`config.mk`:
```
export PLATFORM = sky130hd
export DESIGN_NAME = homography_transfer_error_score_flat
export DESIGN_NICKNAME = d
export VERILOG_FILES = /design/src/rtl/hte_pkg.sv /design/src/rtl/hte_if.sv /design/src/rtl/hte_csr.sv /design/src/rtl/hte_div.sv /design/src/rtl/homography_transfer_error_score.sv /design/src/flat_wrapper.sv
export SDC_FILE = /design/constraint.sdc
export NUM_CORES = 2
export LEC_CHECK = 0
export BUFFER_PORTS_ARGS = -buffer_cell sky130_fd_sc_hd__buf_4
export CORE_UTILIZATION = 32
export DETAILED_ROUTE_END_ITERATION = 8
export PLACE_DENSITY = 0.55
export SYNTH_ARGS = -nofsm -noshare
export SYNTH_HDL_FRONTEND = slang
export SYNTH_SLANG_ARGS = --single-unit
```
`constraint.sdc`:
```
create_clock -name clock -period 8.51 [get_ports clock]
set_input_delay 1.702 -clock clock [delete_from_list [all_inputs] [get_ports clock]]
set_output_delay 1.702 -clock clock [all_outputs]
set_load 0.02 [all_outputs]
```
`src/rtl/hte_pkg.sv`:
```
// Shared types and constants for the homography transfer error scorer.
`default_nettype none
package hte_pkg;

   localparam int ENT_BITS   = 21;
   localparam int NUM_ROWS   = 3;
   localparam int ROW_BITS   = 63;
   localparam int THR_BITS   = 24;
   localparam int ERR_BITS   = 26;
   localparam int DIFF_BITS  = 14;
   localparam int FRAC_SHIFT = 13;
   localparam int CSR_IDX_BITS = 3;

   localparam logic signed [DIFF_BITS-1:0] DIFF_MAX = 14'sd4096;
   localparam logic signed [DIFF_BITS-1:0] DIFF_MIN = -14'sd4096;

   localparam logic [ROW_BITS-1:0] ROW0_RESET = 63'd1024;
   localparam logic [ROW_BITS-1:0] ROW1_RESET = 63'd2147483648;
   localparam logic [ROW_BITS-1:0] ROW2_RESET = 63'd2305843009213693952;
   localparam logic [THR_BITS-1:0] THR_RESET  = 24'd9188;

   typedef logic [NUM_ROWS-1:0][ROW_BITS-1:0] row_set_type;

   typedef enum logic [CSR_IDX_BITS-1:0] {
      CSR_FWD_ROW_0 = 3'd0,
      CSR_FWD_ROW_1 = 3'd1,
      CSR_FWD_ROW_2 = 3'd2,
      CSR_BWD_ROW_0 = 3'd3,
      CSR_BWD_ROW_1 = 3'd4,
      CSR_BWD_ROW_2 = 3'd5,
      CSR_THR       = 3'd6
   } csr_index_type;

   typedef struct packed {
      logic start;
      logic use_ny;
   } div_ctl_type;

endpackage
`default_nettype wire

```
`src/rtl/hte_if.sv`:
```
// Request and response channel interfaces for the transfer error scorer.
`default_nettype none
interface hte_req_if #(parameter int COORD_BITS = 16);
   logic                  valid;
   logic                  ready;
   logic [COORD_BITS-1:0] x1;
   logic [COORD_BITS-1:0] y1;
   logic [COORD_BITS-1:0] x2;
   logic [COORD_BITS-1:0] y2;
   logic                  first;
   modport source (output valid, x1, y1, x2, y2, first, input ready);
   modport sink   (input valid, x1, y1, x2, y2, first, output ready);
endinterface

interface hte_rsp_if #(parameter int SCORE_BITS = 40);
   logic                  valid;
   logic                  ready;
   logic                  inlier;
   logic                  forward_ok;
   logic [SCORE_BITS-1:0] score;
   modport source (output valid, inlier, forward_ok, score, input ready);
   modport sink   (input valid, inlier, forward_ok, score, output ready);
endinterface
`default_nettype wire

```
`src/rtl/hte_csr.sv`:
```
// Configuration registers: both homography matrices and the error threshold.
`default_nettype none
module hte_csr (
   input  wire logic                                clock,
   input  wire logic                                reset,
   input  wire logic                                csr_we,
   input  wire logic [hte_pkg::CSR_IDX_BITS-1:0]    csr_index,
   input  wire logic [hte_pkg::ROW_BITS-1:0]        csr_wdata,
   output hte_pkg::row_set_type                     fwd_rows,
   output hte_pkg::row_set_type                     bwd_rows,
   output logic [hte_pkg::THR_BITS-1:0]             thr
);
   import hte_pkg::*;

   row_set_type               fwd_ff, bwd_ff;
   logic [THR_BITS-1:0]       thr_ff;

   always_ff @(posedge clock) begin
      if (reset) begin
         fwd_ff <= {ROW2_RESET, ROW1_RESET, ROW0_RESET};
         bwd_ff <= {ROW2_RESET, ROW1_RESET, ROW0_RESET};
         thr_ff <= THR_RESET;
      end else if (csr_we) begin
         case (csr_index)
            CSR_FWD_ROW_0: fwd_ff[0] <= csr_wdata;
            CSR_FWD_ROW_1: fwd_ff[1] <= csr_wdata;
            CSR_FWD_ROW_2: fwd_ff[2] <= csr_wdata;
            CSR_BWD_ROW_0: bwd_ff[0] <= csr_wdata;
            CSR_BWD_ROW_1: bwd_ff[1] <= csr_wdata;
            CSR_BWD_ROW_2: bwd_ff[2] <= csr_wdata;
            CSR_THR:       thr_ff    <= csr_wdata[THR_BITS-1:0];
            default: ;
         endcase
      end
   end

   assign fwd_rows = fwd_ff;
   assign bwd_rows = bwd_ff;
   assign thr      = thr_ff;
endmodule
`default_nettype wire

```
`src/rtl/hte_div.sv`:
```
// Restoring signed divider, one quotient bit per cycle, truncating toward zero.
`default_nettype none
module hte_div #(
   parameter int NUM_W = 40,
   parameter int SHIFT = 13
) (
   input  wire logic                     clock,
   input  wire logic                     reset,
   input  wire logic                     start,
   input  wire logic signed [NUM_W-1:0]  num,
   input  wire logic signed [NUM_W-1:0]  den,
   output logic                          done,
   output logic signed [NUM_W+SHIFT:0]   quot
);
   localparam int DVD_W = NUM_W + SHIFT;
   localparam int CNT_W = $clog2(DVD_W + 1);

   logic                       busy_ff, fix_ff, done_ff, neg_ff;
   logic [CNT_W-1:0]           cnt_ff;
   logic [DVD_W-1:0]           dvd_ff;
   logic [NUM_W:0]             rem_ff;
   logic [NUM_W-1:0]           den_ff;
   logic signed [DVD_W:0]      quot_ff;

   logic [NUM_W-1:0]           num_mag, den_mag;
   logic [NUM_W:0]             rem_sh, rem_in;
   logic                       ge;

   always_comb begin
      num_mag = num[NUM_W-1] ? NUM_W'(-num) : NUM_W'(num);
      den_mag = den[NUM_W-1] ? NUM_W'(-den) : NUM_W'(den);
      rem_sh  = {rem_ff[NUM_W-1:0], dvd_ff[DVD_W-1]};
      ge      = rem_sh >= {1'b0, den_ff};
      rem_in  = ge ? rem_sh - {1'b0, den_ff} : rem_sh;
   end

   always_ff @(posedge clock) begin
      if (reset) begin
         busy_ff <= 1'b0;
         fix_ff  <= 1'b0;
         done_ff <= 1'b0;
      end else begin
         done_ff <= 1'b0;
         if (start) begin
            busy_ff <= 1'b1;
            fix_ff  <= 1'b0;
         end else if (busy_ff && cnt_ff == CNT_W'(1)) begin
            busy_ff <= 1'b0;
            fix_ff  <= 1'b1;
         end else if (fix_ff) begin
            fix_ff  <= 1'b0;
            done_ff <= 1'b1;
         end
      end
   end

   always_ff @(posedge clock) begin
      if (start) begin
         dvd_ff <= {num_mag, {SHIFT{1'b0}}};
         rem_ff <= '0;
         den_ff <= den_mag;
         neg_ff <= num[NUM_W-1] ^ den[NUM_W-1];
         cnt_ff <= CNT_W'(DVD_W);
      end else if (busy_ff) begin
         dvd_ff <= {dvd_ff[DVD_W-2:0], ge};
         rem_ff <= rem_in;
         cnt_ff <= cnt_ff - CNT_W'(1);
      end
      if (fix_ff) begin
         quot_ff <= neg_ff ? -$signed({1'b0, dvd_ff}) : $signed({1'b0, dvd_ff});
      end
   end

   assign done = done_ff;
   assign quot = quot_ff;
endmodule
`default_nettype wire

```
`src/rtl/homography_transfer_error_score.sv`:
```
// Top level of the homography symmetric transfer error scorer.
// Each item is one matched point pair. Point 1 is projected through the
// forward homography and point 2 through the backward one, using a single
// shared signed multiplier (each product is registered and accumulated
// before another is formed) and a single shared restoring divider that
// produces one quotient bit per cycle. Per direction the sequencer works
// through the three matrix rows and the w check; unless w is zero it runs
// two divisions, each of one quotient step per bit of the COORD_BITS+37 bit
// dividend, a sign step and a handoff, squares each difference after its
// division and scores the direction. An item runs from the accepting step to
// the output step. The block takes a new item only while the sequencer is
// idle, but a finished result waits in the output register, so the next
// item may start before the previous result is taken. A projected w of zero
// fails that direction's test. The inlier flag follows only the backward
// test, the first flag clears the running score before the pair is scored,
// and the score saturates at its all-ones value. The user must write the
// configuration through csr_we, csr_index and csr_wdata only while the block
// is idle; the block itself does not enforce this.
`default_nettype none
module homography_transfer_error_score #(
   parameter int COORD_BITS = 16,
   parameter int SCORE_BITS = 40
) (
   input  wire logic                                clock,
   input  wire logic                                reset,
   hte_req_if.sink                                  req_ch,
   hte_rsp_if.source                                rsp_ch,
   input  wire logic                                csr_we,
   input  wire logic [hte_pkg::CSR_IDX_BITS-1:0]    csr_index,
   input  wire logic [hte_pkg::ROW_BITS-1:0]        csr_wdata
);
   import hte_pkg::*;

   // Multiplier B operand must hold a signed coordinate or a clamped difference.
   localparam int BW    = (COORD_BITS + 1 > DIFF_BITS) ? COORD_BITS + 1 : DIFF_BITS;
   localparam int PW    = ENT_BITS + BW;
   localparam int SUM_W = COORD_BITS + 24;
   localparam int QW    = SUM_W + FRAC_SHIFT + 1;
   localparam int DW    = QW + 1;

   typedef enum logic [8:0] {
      ST_IDLE  = 9'b000000001,
      ST_MUL   = 9'b000000010,
      ST_ACC   = 9'b000000100,
      ST_CHK   = 9'b000001000,
      ST_DIV   = 9'b000010000,
      ST_SQ    = 9'b000100000,
      ST_SQACC = 9'b001000000,
      ST_SCORE = 9'b010000000,
      ST_OUT   = 9'b100000000
   } state_type;

   state_type                 st_ff, st_in;

   row_set_type               fwd_rows, bwd_rows;
   logic [THR_BITS-1:0]       thr;

   logic [COORD_BITS-1:0]     x1_ff, y1_ff, x2_ff, y2_ff;
   logic                      dir_ff, col_ff, part_ff, wnz_ff, fwd_ok_ff;
   logic [1:0]                row_ff;
   logic signed [SUM_W-1:0]   nx_ff, ny_ff, w_ff;
   logic signed [PW-1:0]      prod_ff;
   logic signed [DIFF_BITS-1:0] diff_ff;
   logic [ERR_BITS-1:0]       err_ff;
   logic [SCORE_BITS-1:0]     score_ff;

   logic                      rsp_valid_ff, rsp_inlier_ff, rsp_fwd_ff;
   logic [SCORE_BITS-1:0]     rsp_score_ff;

   logic [ROW_BITS-1:0]       row_sel;
   logic signed [ENT_BITS-1:0] ent_col, ent_off;
   logic [COORD_BITS-1:0]     px, py, rx, ry, pc, rc;
   logic signed [ENT_BITS-1:0] mul_a;
   logic signed [BW-1:0]      mul_b;
   logic signed [SUM_W-1:0]   acc_cur, acc_new;
   div_ctl_type               div_ctl;
   logic                      div_done;
   logic signed [QW-1:0]      quot;
   logic signed [DW-1:0]      dfull;
   logic signed [DIFF_BITS-1:0] dclamp;
   logic                      pass;
   logic [THR_BITS-1:0]       amt;
   logic [SCORE_BITS:0]       score_sum;
   logic [SCORE_BITS-1:0]     score_add;
   logic                      accept, out_free;

   hte_csr u_csr (
      .clock     (clock),
      .reset     (reset),
      .csr_we    (csr_we),
      .csr_index (csr_index),
      .csr_wdata (csr_wdata),
      .fwd_rows  (fwd_rows),
      .bwd_rows  (bwd_rows),
      .thr       (thr)
   );

   hte_div #(.NUM_W(SUM_W), .SHIFT(FRAC_SHIFT)) u_div (
      .clock (clock),
      .reset (reset),
      .start (div_ctl.start),
      .num   (div_ctl.use_ny ? ny_ff : nx_ff),
      .den   (w_ff),
      .done  (div_done),
      .quot  (quot)
   );

   assign accept   = req_ch.valid && req_ch.ready;
   assign out_free = !rsp_valid_ff || rsp_ch.ready;

   always_comb begin
      // Forward maps point 1 onto point 2; backward maps point 2 onto point 1.
      px = dir_ff ? x2_ff : x1_ff;
      py = dir_ff ? y2_ff : y1_ff;
      rx = dir_ff ? x1_ff : x2_ff;
      ry = dir_ff ? y1_ff : y2_ff;
      pc = col_ff ? py : px;
      rc = part_ff ? ry : rx;

      row_sel = dir_ff ? bwd_rows[row_ff] : fwd_rows[row_ff];
      ent_col = signed'(row_sel[ENT_BITS*col_ff +: ENT_BITS]);
      ent_off = signed'(row_sel[2*ENT_BITS +: ENT_BITS]);

      if (st_ff == ST_SQ) begin
         mul_a = ENT_BITS'(diff_ff);
         mul_b = BW'(diff_ff);
      end else begin
         mul_a = ent_col;
         mul_b = signed'(BW'({1'b0, pc}));
      end

      case (row_ff)
         2'd0:    acc_cur = nx_ff;
         2'd1:    acc_cur = ny_ff;
         default: acc_cur = w_ff;
      endcase
      // The first column starts from the translation term scaled to Q.4 input.
      acc_new = (col_ff ? acc_cur : (SUM_W'(ent_off) <<< 4)) + SUM_W'(prod_ff);

      dfull = signed'(DW'({1'b0, rc})) - DW'(quot);
      if (dfull > DW'(DIFF_MAX))      dclamp = DIFF_MAX;
      else if (dfull < DW'(DIFF_MIN)) dclamp = DIFF_MIN;
      else                            dclamp = DIFF_BITS'(dfull);

      pass      = wnz_ff && (err_ff < ERR_BITS'(thr));
      amt       = thr - err_ff[THR_BITS-1:0];
      score_sum = {1'b0, score_ff} + (SCORE_BITS+1)'(amt);
      score_add = score_sum[SCORE_BITS] ? {SCORE_BITS{1'b1}} : score_sum[SCORE_BITS-1:0];

      div_ctl.start  = 1'b0;
      div_ctl.use_ny = 1'b0;
      st_in = st_ff;
      case (st_ff)
         ST_IDLE:  if (accept) st_in = ST_MUL;
         ST_MUL:   st_in = ST_ACC;
         ST_ACC: begin
            if (col_ff && row_ff == 2'd2) st_in = ST_CHK;
            else                          st_in = ST_MUL;
         end
         ST_CHK: begin
            if (w_ff == '0) begin
               st_in = ST_SCORE;
            end else begin
               div_ctl.start = 1'b1;
               st_in = ST_DIV;
            end
         end
         ST_DIV:   if (div_done) st_in = ST_SQ;
         ST_SQ:    st_in = ST_SQACC;
         ST_SQACC: begin
            if (!part_ff) begin
               div_ctl.start  = 1'b1;
               div_ctl.use_ny = 1'b1;
               st_in = ST_DIV;
            end else begin
               st_in = ST_SCORE;
            end
         end
         ST_SCORE: st_in = dir_ff ? ST_OUT : ST_MUL;
         ST_OUT:   if (out_free) st_in = ST_IDLE;
         default:  st_in = ST_IDLE;
      endcase
   end

   always_ff @(posedge clock) begin
      if (reset) begin
         st_ff        <= ST_IDLE;
         rsp_valid_ff <= 1'b0;
         score_ff     <= '0;
      end else begin
         st_ff <= st_in;
         if (st_ff == ST_OUT && out_free) rsp_valid_ff <= 1'b1;
         else if (rsp_ch.ready)           rsp_valid_ff <= 1'b0;
         if (accept && req_ch.first)          score_ff <= '0;
         else if (st_ff == ST_SCORE && pass)  score_ff <= score_add;
      end
   end

   always_ff @(posedge clock) begin
      case (st_ff)
         ST_IDLE: begin
            if (accept) begin
               x1_ff   <= req_ch.x1;
               y1_ff   <= req_ch.y1;
               x2_ff   <= req_ch.x2;
               y2_ff   <= req_ch.y2;
               dir_ff  <= 1'b0;
               row_ff  <= 2'd0;
               col_ff  <= 1'b0;
            end
         end
         ST_MUL:   prod_ff <= PW'(mul_a) * PW'(mul_b);
         ST_ACC: begin
            case (row_ff)
               2'd0:    nx_ff <= acc_new;
               2'd1:    ny_ff <= acc_new;
               default: w_ff  <= acc_new;
            endcase
            col_ff <= ~col_ff;
            if (col_ff && row_ff != 2'd2) row_ff <= row_ff + 2'd1;
         end
         ST_CHK: begin
            wnz_ff  <= w_ff != '0;
            part_ff <= 1'b0;
         end
         ST_DIV:   if (div_done) diff_ff <= dclamp;
         ST_SQ:    prod_ff <= PW'(mul_a) * PW'(mul_b);
         ST_SQACC: begin
            err_ff  <= part_ff ? err_ff + ERR_BITS'(prod_ff) : ERR_BITS'(prod_ff);
            part_ff <= 1'b1;
         end
         ST_SCORE: begin
            if (!dir_ff) begin
               fwd_ok_ff <= pass;
               dir_ff    <= 1'b1;
               row_ff    <= 2'd0;
               col_ff    <= 1'b0;
            end else begin
               rsp_inlier_ff <= pass;
            end
         end
         ST_OUT: begin
            if (out_free) begin
               rsp_fwd_ff   <= fwd_ok_ff;
               rsp_score_ff <= score_ff;
            end
         end
         default: ;
      endcase
   end

   assign req_ch.ready      = st_ff == ST_IDLE;
   assign rsp_ch.valid      = rsp_valid_ff;
   assign rsp_ch.forward_ok = rsp_fwd_ff;
   assign rsp_ch.score      = rsp_score_ff;

   // The inlier flag is captured in the scoring step and held until the slot frees.
   logic rsp_inl_out_ff;
   always_ff @(posedge clock) begin
      if (st_ff == ST_OUT && out_free) rsp_inl_out_ff <= rsp_inlier_ff;
   end
   assign rsp_ch.inlier = rsp_inl_out_ff;
endmodule
`default_nettype wire

```
`src/flat_wrapper.sv`:
```
// flat-port wrapper written by rule: the top's interface ports become plain ports
module homography_transfer_error_score_flat import hte_pkg::*;
#(
   parameter int COORD_BITS = 16,
   parameter int SCORE_BITS = 40
)
  (clock, reset, csr_we, csr_index, csr_wdata, req_ch_valid, req_ch_x1, req_ch_y1, req_ch_x2, req_ch_y2, req_ch_first, req_ch_ready, rsp_ch_valid, rsp_ch_inlier, rsp_ch_forward_ok, rsp_ch_score, rsp_ch_ready);
  hte_req_if #(.COORD_BITS(COORD_BITS)) req_ch_i ();
  hte_rsp_if #(.SCORE_BITS(SCORE_BITS)) rsp_ch_i ();
  input  wire logic clock;
  input  wire logic reset;
  input  wire logic csr_we;
  input  wire logic [hte_pkg::CSR_IDX_BITS-1:0] csr_index;
  input  wire logic [hte_pkg::ROW_BITS-1:0] csr_wdata;
  input wire logic [$bits(req_ch_i.valid)-1:0] req_ch_valid;
  input wire logic [$bits(req_ch_i.x1)-1:0] req_ch_x1;
  input wire logic [$bits(req_ch_i.y1)-1:0] req_ch_y1;
  input wire logic [$bits(req_ch_i.x2)-1:0] req_ch_x2;
  input wire logic [$bits(req_ch_i.y2)-1:0] req_ch_y2;
  input wire logic [$bits(req_ch_i.first)-1:0] req_ch_first;
  output wire logic [$bits(req_ch_i.ready)-1:0] req_ch_ready;
  output wire logic [$bits(rsp_ch_i.valid)-1:0] rsp_ch_valid;
  output wire logic [$bits(rsp_ch_i.inlier)-1:0] rsp_ch_inlier;
  output wire logic [$bits(rsp_ch_i.forward_ok)-1:0] rsp_ch_forward_ok;
  output wire logic [$bits(rsp_ch_i.score)-1:0] rsp_ch_score;
  input wire logic [$bits(rsp_ch_i.ready)-1:0] rsp_ch_ready;
  assign req_ch_i.valid = req_ch_valid;
  assign req_ch_i.x1 = req_ch_x1;
  assign req_ch_i.y1 = req_ch_y1;
  assign req_ch_i.x2 = req_ch_x2;
  assign req_ch_i.y2 = req_ch_y2;
  assign req_ch_i.first = req_ch_first;
  assign req_ch_ready = req_ch_i.ready;
  assign rsp_ch_valid = rsp_ch_i.valid;
  assign rsp_ch_inlier = rsp_ch_i.inlier;
  assign rsp_ch_forward_ok = rsp_ch_i.forward_ok;
  assign rsp_ch_score = rsp_ch_i.score;
  assign rsp_ch_i.ready = rsp_ch_ready;
  homography_transfer_error_score #(.COORD_BITS(COORD_BITS), .SCORE_BITS(SCORE_BITS)) u_core (.clock(clock), .reset(reset), .req_ch(req_ch_i), .rsp_ch(rsp_ch_i), .csr_we(csr_we), .csr_index(csr_index), .csr_wdata(csr_wdata));
endmodule
```
==> key figures <==
Yosys
  • Ys flop type: dfxtp_1
  • Mapped Area: 63200 sq um
  • Post-synthesis sequential area ratio: 0.375
  • Post-Syn Instances: 6744
  • Seq cells post-synth: 961
  • Synth area leader: edfxtp_1
  • Yosys warns: 0
  • Dominant cells by area after synthesis: edfxtp_1, dfxtp_1, fa_1
  • Yosys cell types: 81
  • EDFF count, synth: 447
  • Post-Synth Simple-Gate Area: 0.150
  • Synth async-reset ratio: 0
  • Multiplexer share of the synthesized area: 0.0621
  • Largest family of logic cells by synthesized area: adder cells
  • Synthesized area per cell: 9.37 sq um
  • Top-count cell post-synth: nand2_1
  • Post-synthesis xor/xnor area fraction: 0.0448
  • Synth top area share: 0.212
  • Synth Area in Adders: 0.173
  • Most instantiated cells after synthesis: nand2_1, a21oi_1, inv_1, dfxtp_1, edfxtp_1
  • Compound-Gate Fraction of Synth Area: 0.141

Floorplan
  • Die Ht: 446 microns
  • Initial core utilization: 0.323
  • Die area: 199000 sq um
  • Die Wd: 446 microns
  • Core Rows: 162
  • Core Box Area: 196000 sq um
  • I/O pin count: 180

Global routing
  • Initial antenna violation count: 16
  • Global-route wire length before repair: 303000 microns
  • Largest net degree at the start of global routing: 227
  • Number of global-route vias before repair: 49400
  • All-Layer GR Usage: 0.198
  • Remaining global-route overflow: 0

Route
  • Drt wl/cell: 20.7 microns
  • Vias per std cell: 5.19
  • Final ANT Viol Nets: 0
  • Initial DRC count: 4167
  • Routed wire length: 200000 microns
  • Via count: 50300
  • DR pass1 iterations: 6
  • Residual DRC: 0

Placed design
  • Port Buffers: 179
  • RePlAce Congestion: 0.908
  • HPWL after DPL: 147000 microns

Worst setup path
  • R2R Setup Slk: 0.26 ns
  • Crit end category: flip-flop
  • CP Class: reg2reg
  • CP dominant cell by count: fa_1
  • Worst Setup Start Kind: flip-flop
  • WP data arrival: 8.75 ns
  • CP max stage cell: fa_1
  • Crit-path max FO: 9
  • Max incr delay on CP: 0.55 ns
  • Worst Path Required: 9.01 ns

Timing
  • Setup Skew: 0.104 ns
  • Final hold vios: 0
  • Tmin final: 8.25 ns
  • Slew HR: 0.131
  • Final Max Slew Viols: 0
  • Final Setup Violations: 0
  • Worst-margin pin slew: 1.30 ns
  • TNS Setup: 0 ns
  • Tcrit/Tclk final: 0.970
  • Max frequency: 121 MHz

Power and ir drop
  • Psw: 5.24 mW
  • Sequential power share: 0.349
  • Design Power: 15.2 mW
  • Gate power share: 0.334
  • Clock share of power: 0.317
  • Maximum VDD drop: 0.160 mV
  • Pwr Density: 209 nW/um^2
  • Leak pwr: 29.2 nW
  • Internal power: 9.97 mW
  • Switching share of power: 0.345

Worst hold path
  • Hold Crit Class: reg2reg

Clock tree
  • Num Clock Sinks: 961
  • Root buffer cell: clkbuf_16
  • CTS HTree Levels: 3
  • Longest Clk Path Bufs: 3
  • Reg clk slew, reported paths: 0.06 ns
  • Hold-fix buffer count after cts: 0
  • Worst-Skew Late Latency: 0.77 ns
  • CTS tree: done
  • Cts bufs inserted: 108

Run status
  • Status: completed

Layout
  • Share of layout cells above drive strength 1: 0.122
  • Final nets: 7758
  • Area Overhead vs Synth: 15.3%

Job
  • MaxCap Viol Count: 0
## through the flow
stage                     hold slack [ns]  instance area, sq um  instances  setup slack, ns   util
after floorplan                     0.400                 63200       6749          0.00490      -
after global placement              0.438                 68800       9460           0.0329  0.352
after detailed placement            0.443                 68800       9460          0.00670  0.352
after CTS                           0.452                 72500       9666           0.0342  0.370
after global routing                0.465                 72900       9691          -0.0957  0.372
final                               0.451                 72900       9692            0.258  0.372
## cells in the final DEF (no fill, tap or decap), types with 224 or more instances in the layout
master    instances
o21ai_0         237
nand2_1        1227
ha_1            291
xnor2_1         224
fa_1            361
buf_4           414
edfxtp_1        447
nor2_1          335
a21oi_1         698
dfxtp_1         512
inv_1           584
## path summary, 6_finish.rpt
| path | startpoint | end | cells after the start |
|---|---|---|---|
| min | u_core.u_csr.fwd_rows[7] | u_core.u_csr.fwd_rows[7] | 2 |
| min reg2reg | u_core.u_csr.fwd_rows[7] | u_core.u_csr.fwd_rows[7] | 2 |
| max reg2reg | u_core.dir_ff | u_core.prod_ff[37] | 34 |
| max | u_core.dir_ff | u_core.prod_ff[37] | 34 |
## cell type report
| type | count | area (sq um) |
|---|---|---|
| antenna | 5 | 12.5 |
| sequential | 961 | 23700 |
| clock buffer | 157 | 3120 |
| fill | 19600 | 123000 |
| multi-input combinational | 4869 | 36300 |
| tap | 2624 | 3280 |
| inverter | 588 | 2210 |
| clock inverter | 48 | 558 |
| timing repair buffer | 440 | 3630 |
## critical path: cells and delay by family, from the launching register on
kind                     cells  cell delay, ns
adder cells (fa/ha/maj)      7            3.41
AO/OA/AOI/OAI                9            1.38
buffers and inverters        9            1.16
AND/OR/NAND/NOR              6            1.02
multiplexers                 2            0.44
flip-flops                   1            0.41
XOR/XNOR                     1            0.13
## power by group through the flow
stage	combinational, mW	sequential (mW)	clock (mW)
after floorplan	3.12	5.34	0
after global placement	4.96	5.41	0
final	5.08	5.31	4.82
after CTS	5.02	5.31	4.91
after global routing	5.59	5.33	5.09
after detailed placement	4.98	5.41	0
## routing by layer
metal  part of all wire  routed length, microns  GRT usage
met1               0.43                   86500      0.263
met2               0.48                   96700      0.332
met3              0.054                   10700     0.0252
met4              0.032                    6350     0.0662
met5            0.00038                      76          0
## cell families (layout without fill, tap and decap cells)
logic type,count (synthesis),count (layout)
buffers and inverters,919,1233
AO/OA/AOI/OAI,1492,1492
other,2,12
multiplexers,250,250
XOR/XNOR,323,323
adder cells (fa/ha/maj),654,654
AND/OR/NAND/NOR,2143,2143
flip-flops,961,961
## repair_timing
| item | CTS | global route |
|---|---|---|
| gates cloned | 0 | 3 |
| pin swaps | 0 | 8 |
| endpoints found under the setup margin | 2 | 10 |
| setup buffers | 1 | 18 |
| gates resized for setup | 0 | 38 |
## sequential cells by signal, summed over array words and instances, names as in the netlist, 40 cells and up
name and cells:
u_core.u_div.dvd_ff 53, u_core.nx_ff 40, u_core.u_div.quot 54, u_core.u_div.rem_ff 40
u_core.u_div.den_ff 40, u_core.u_csr.fwd_rows 189, u_core.score_ff 40, u_core.u_csr.bwd_rows 189
u_core.rsp_ch.score 40, u_core.ny_ff 40, u_core.w_ff 40
Power figures use the tool's default switching activity.
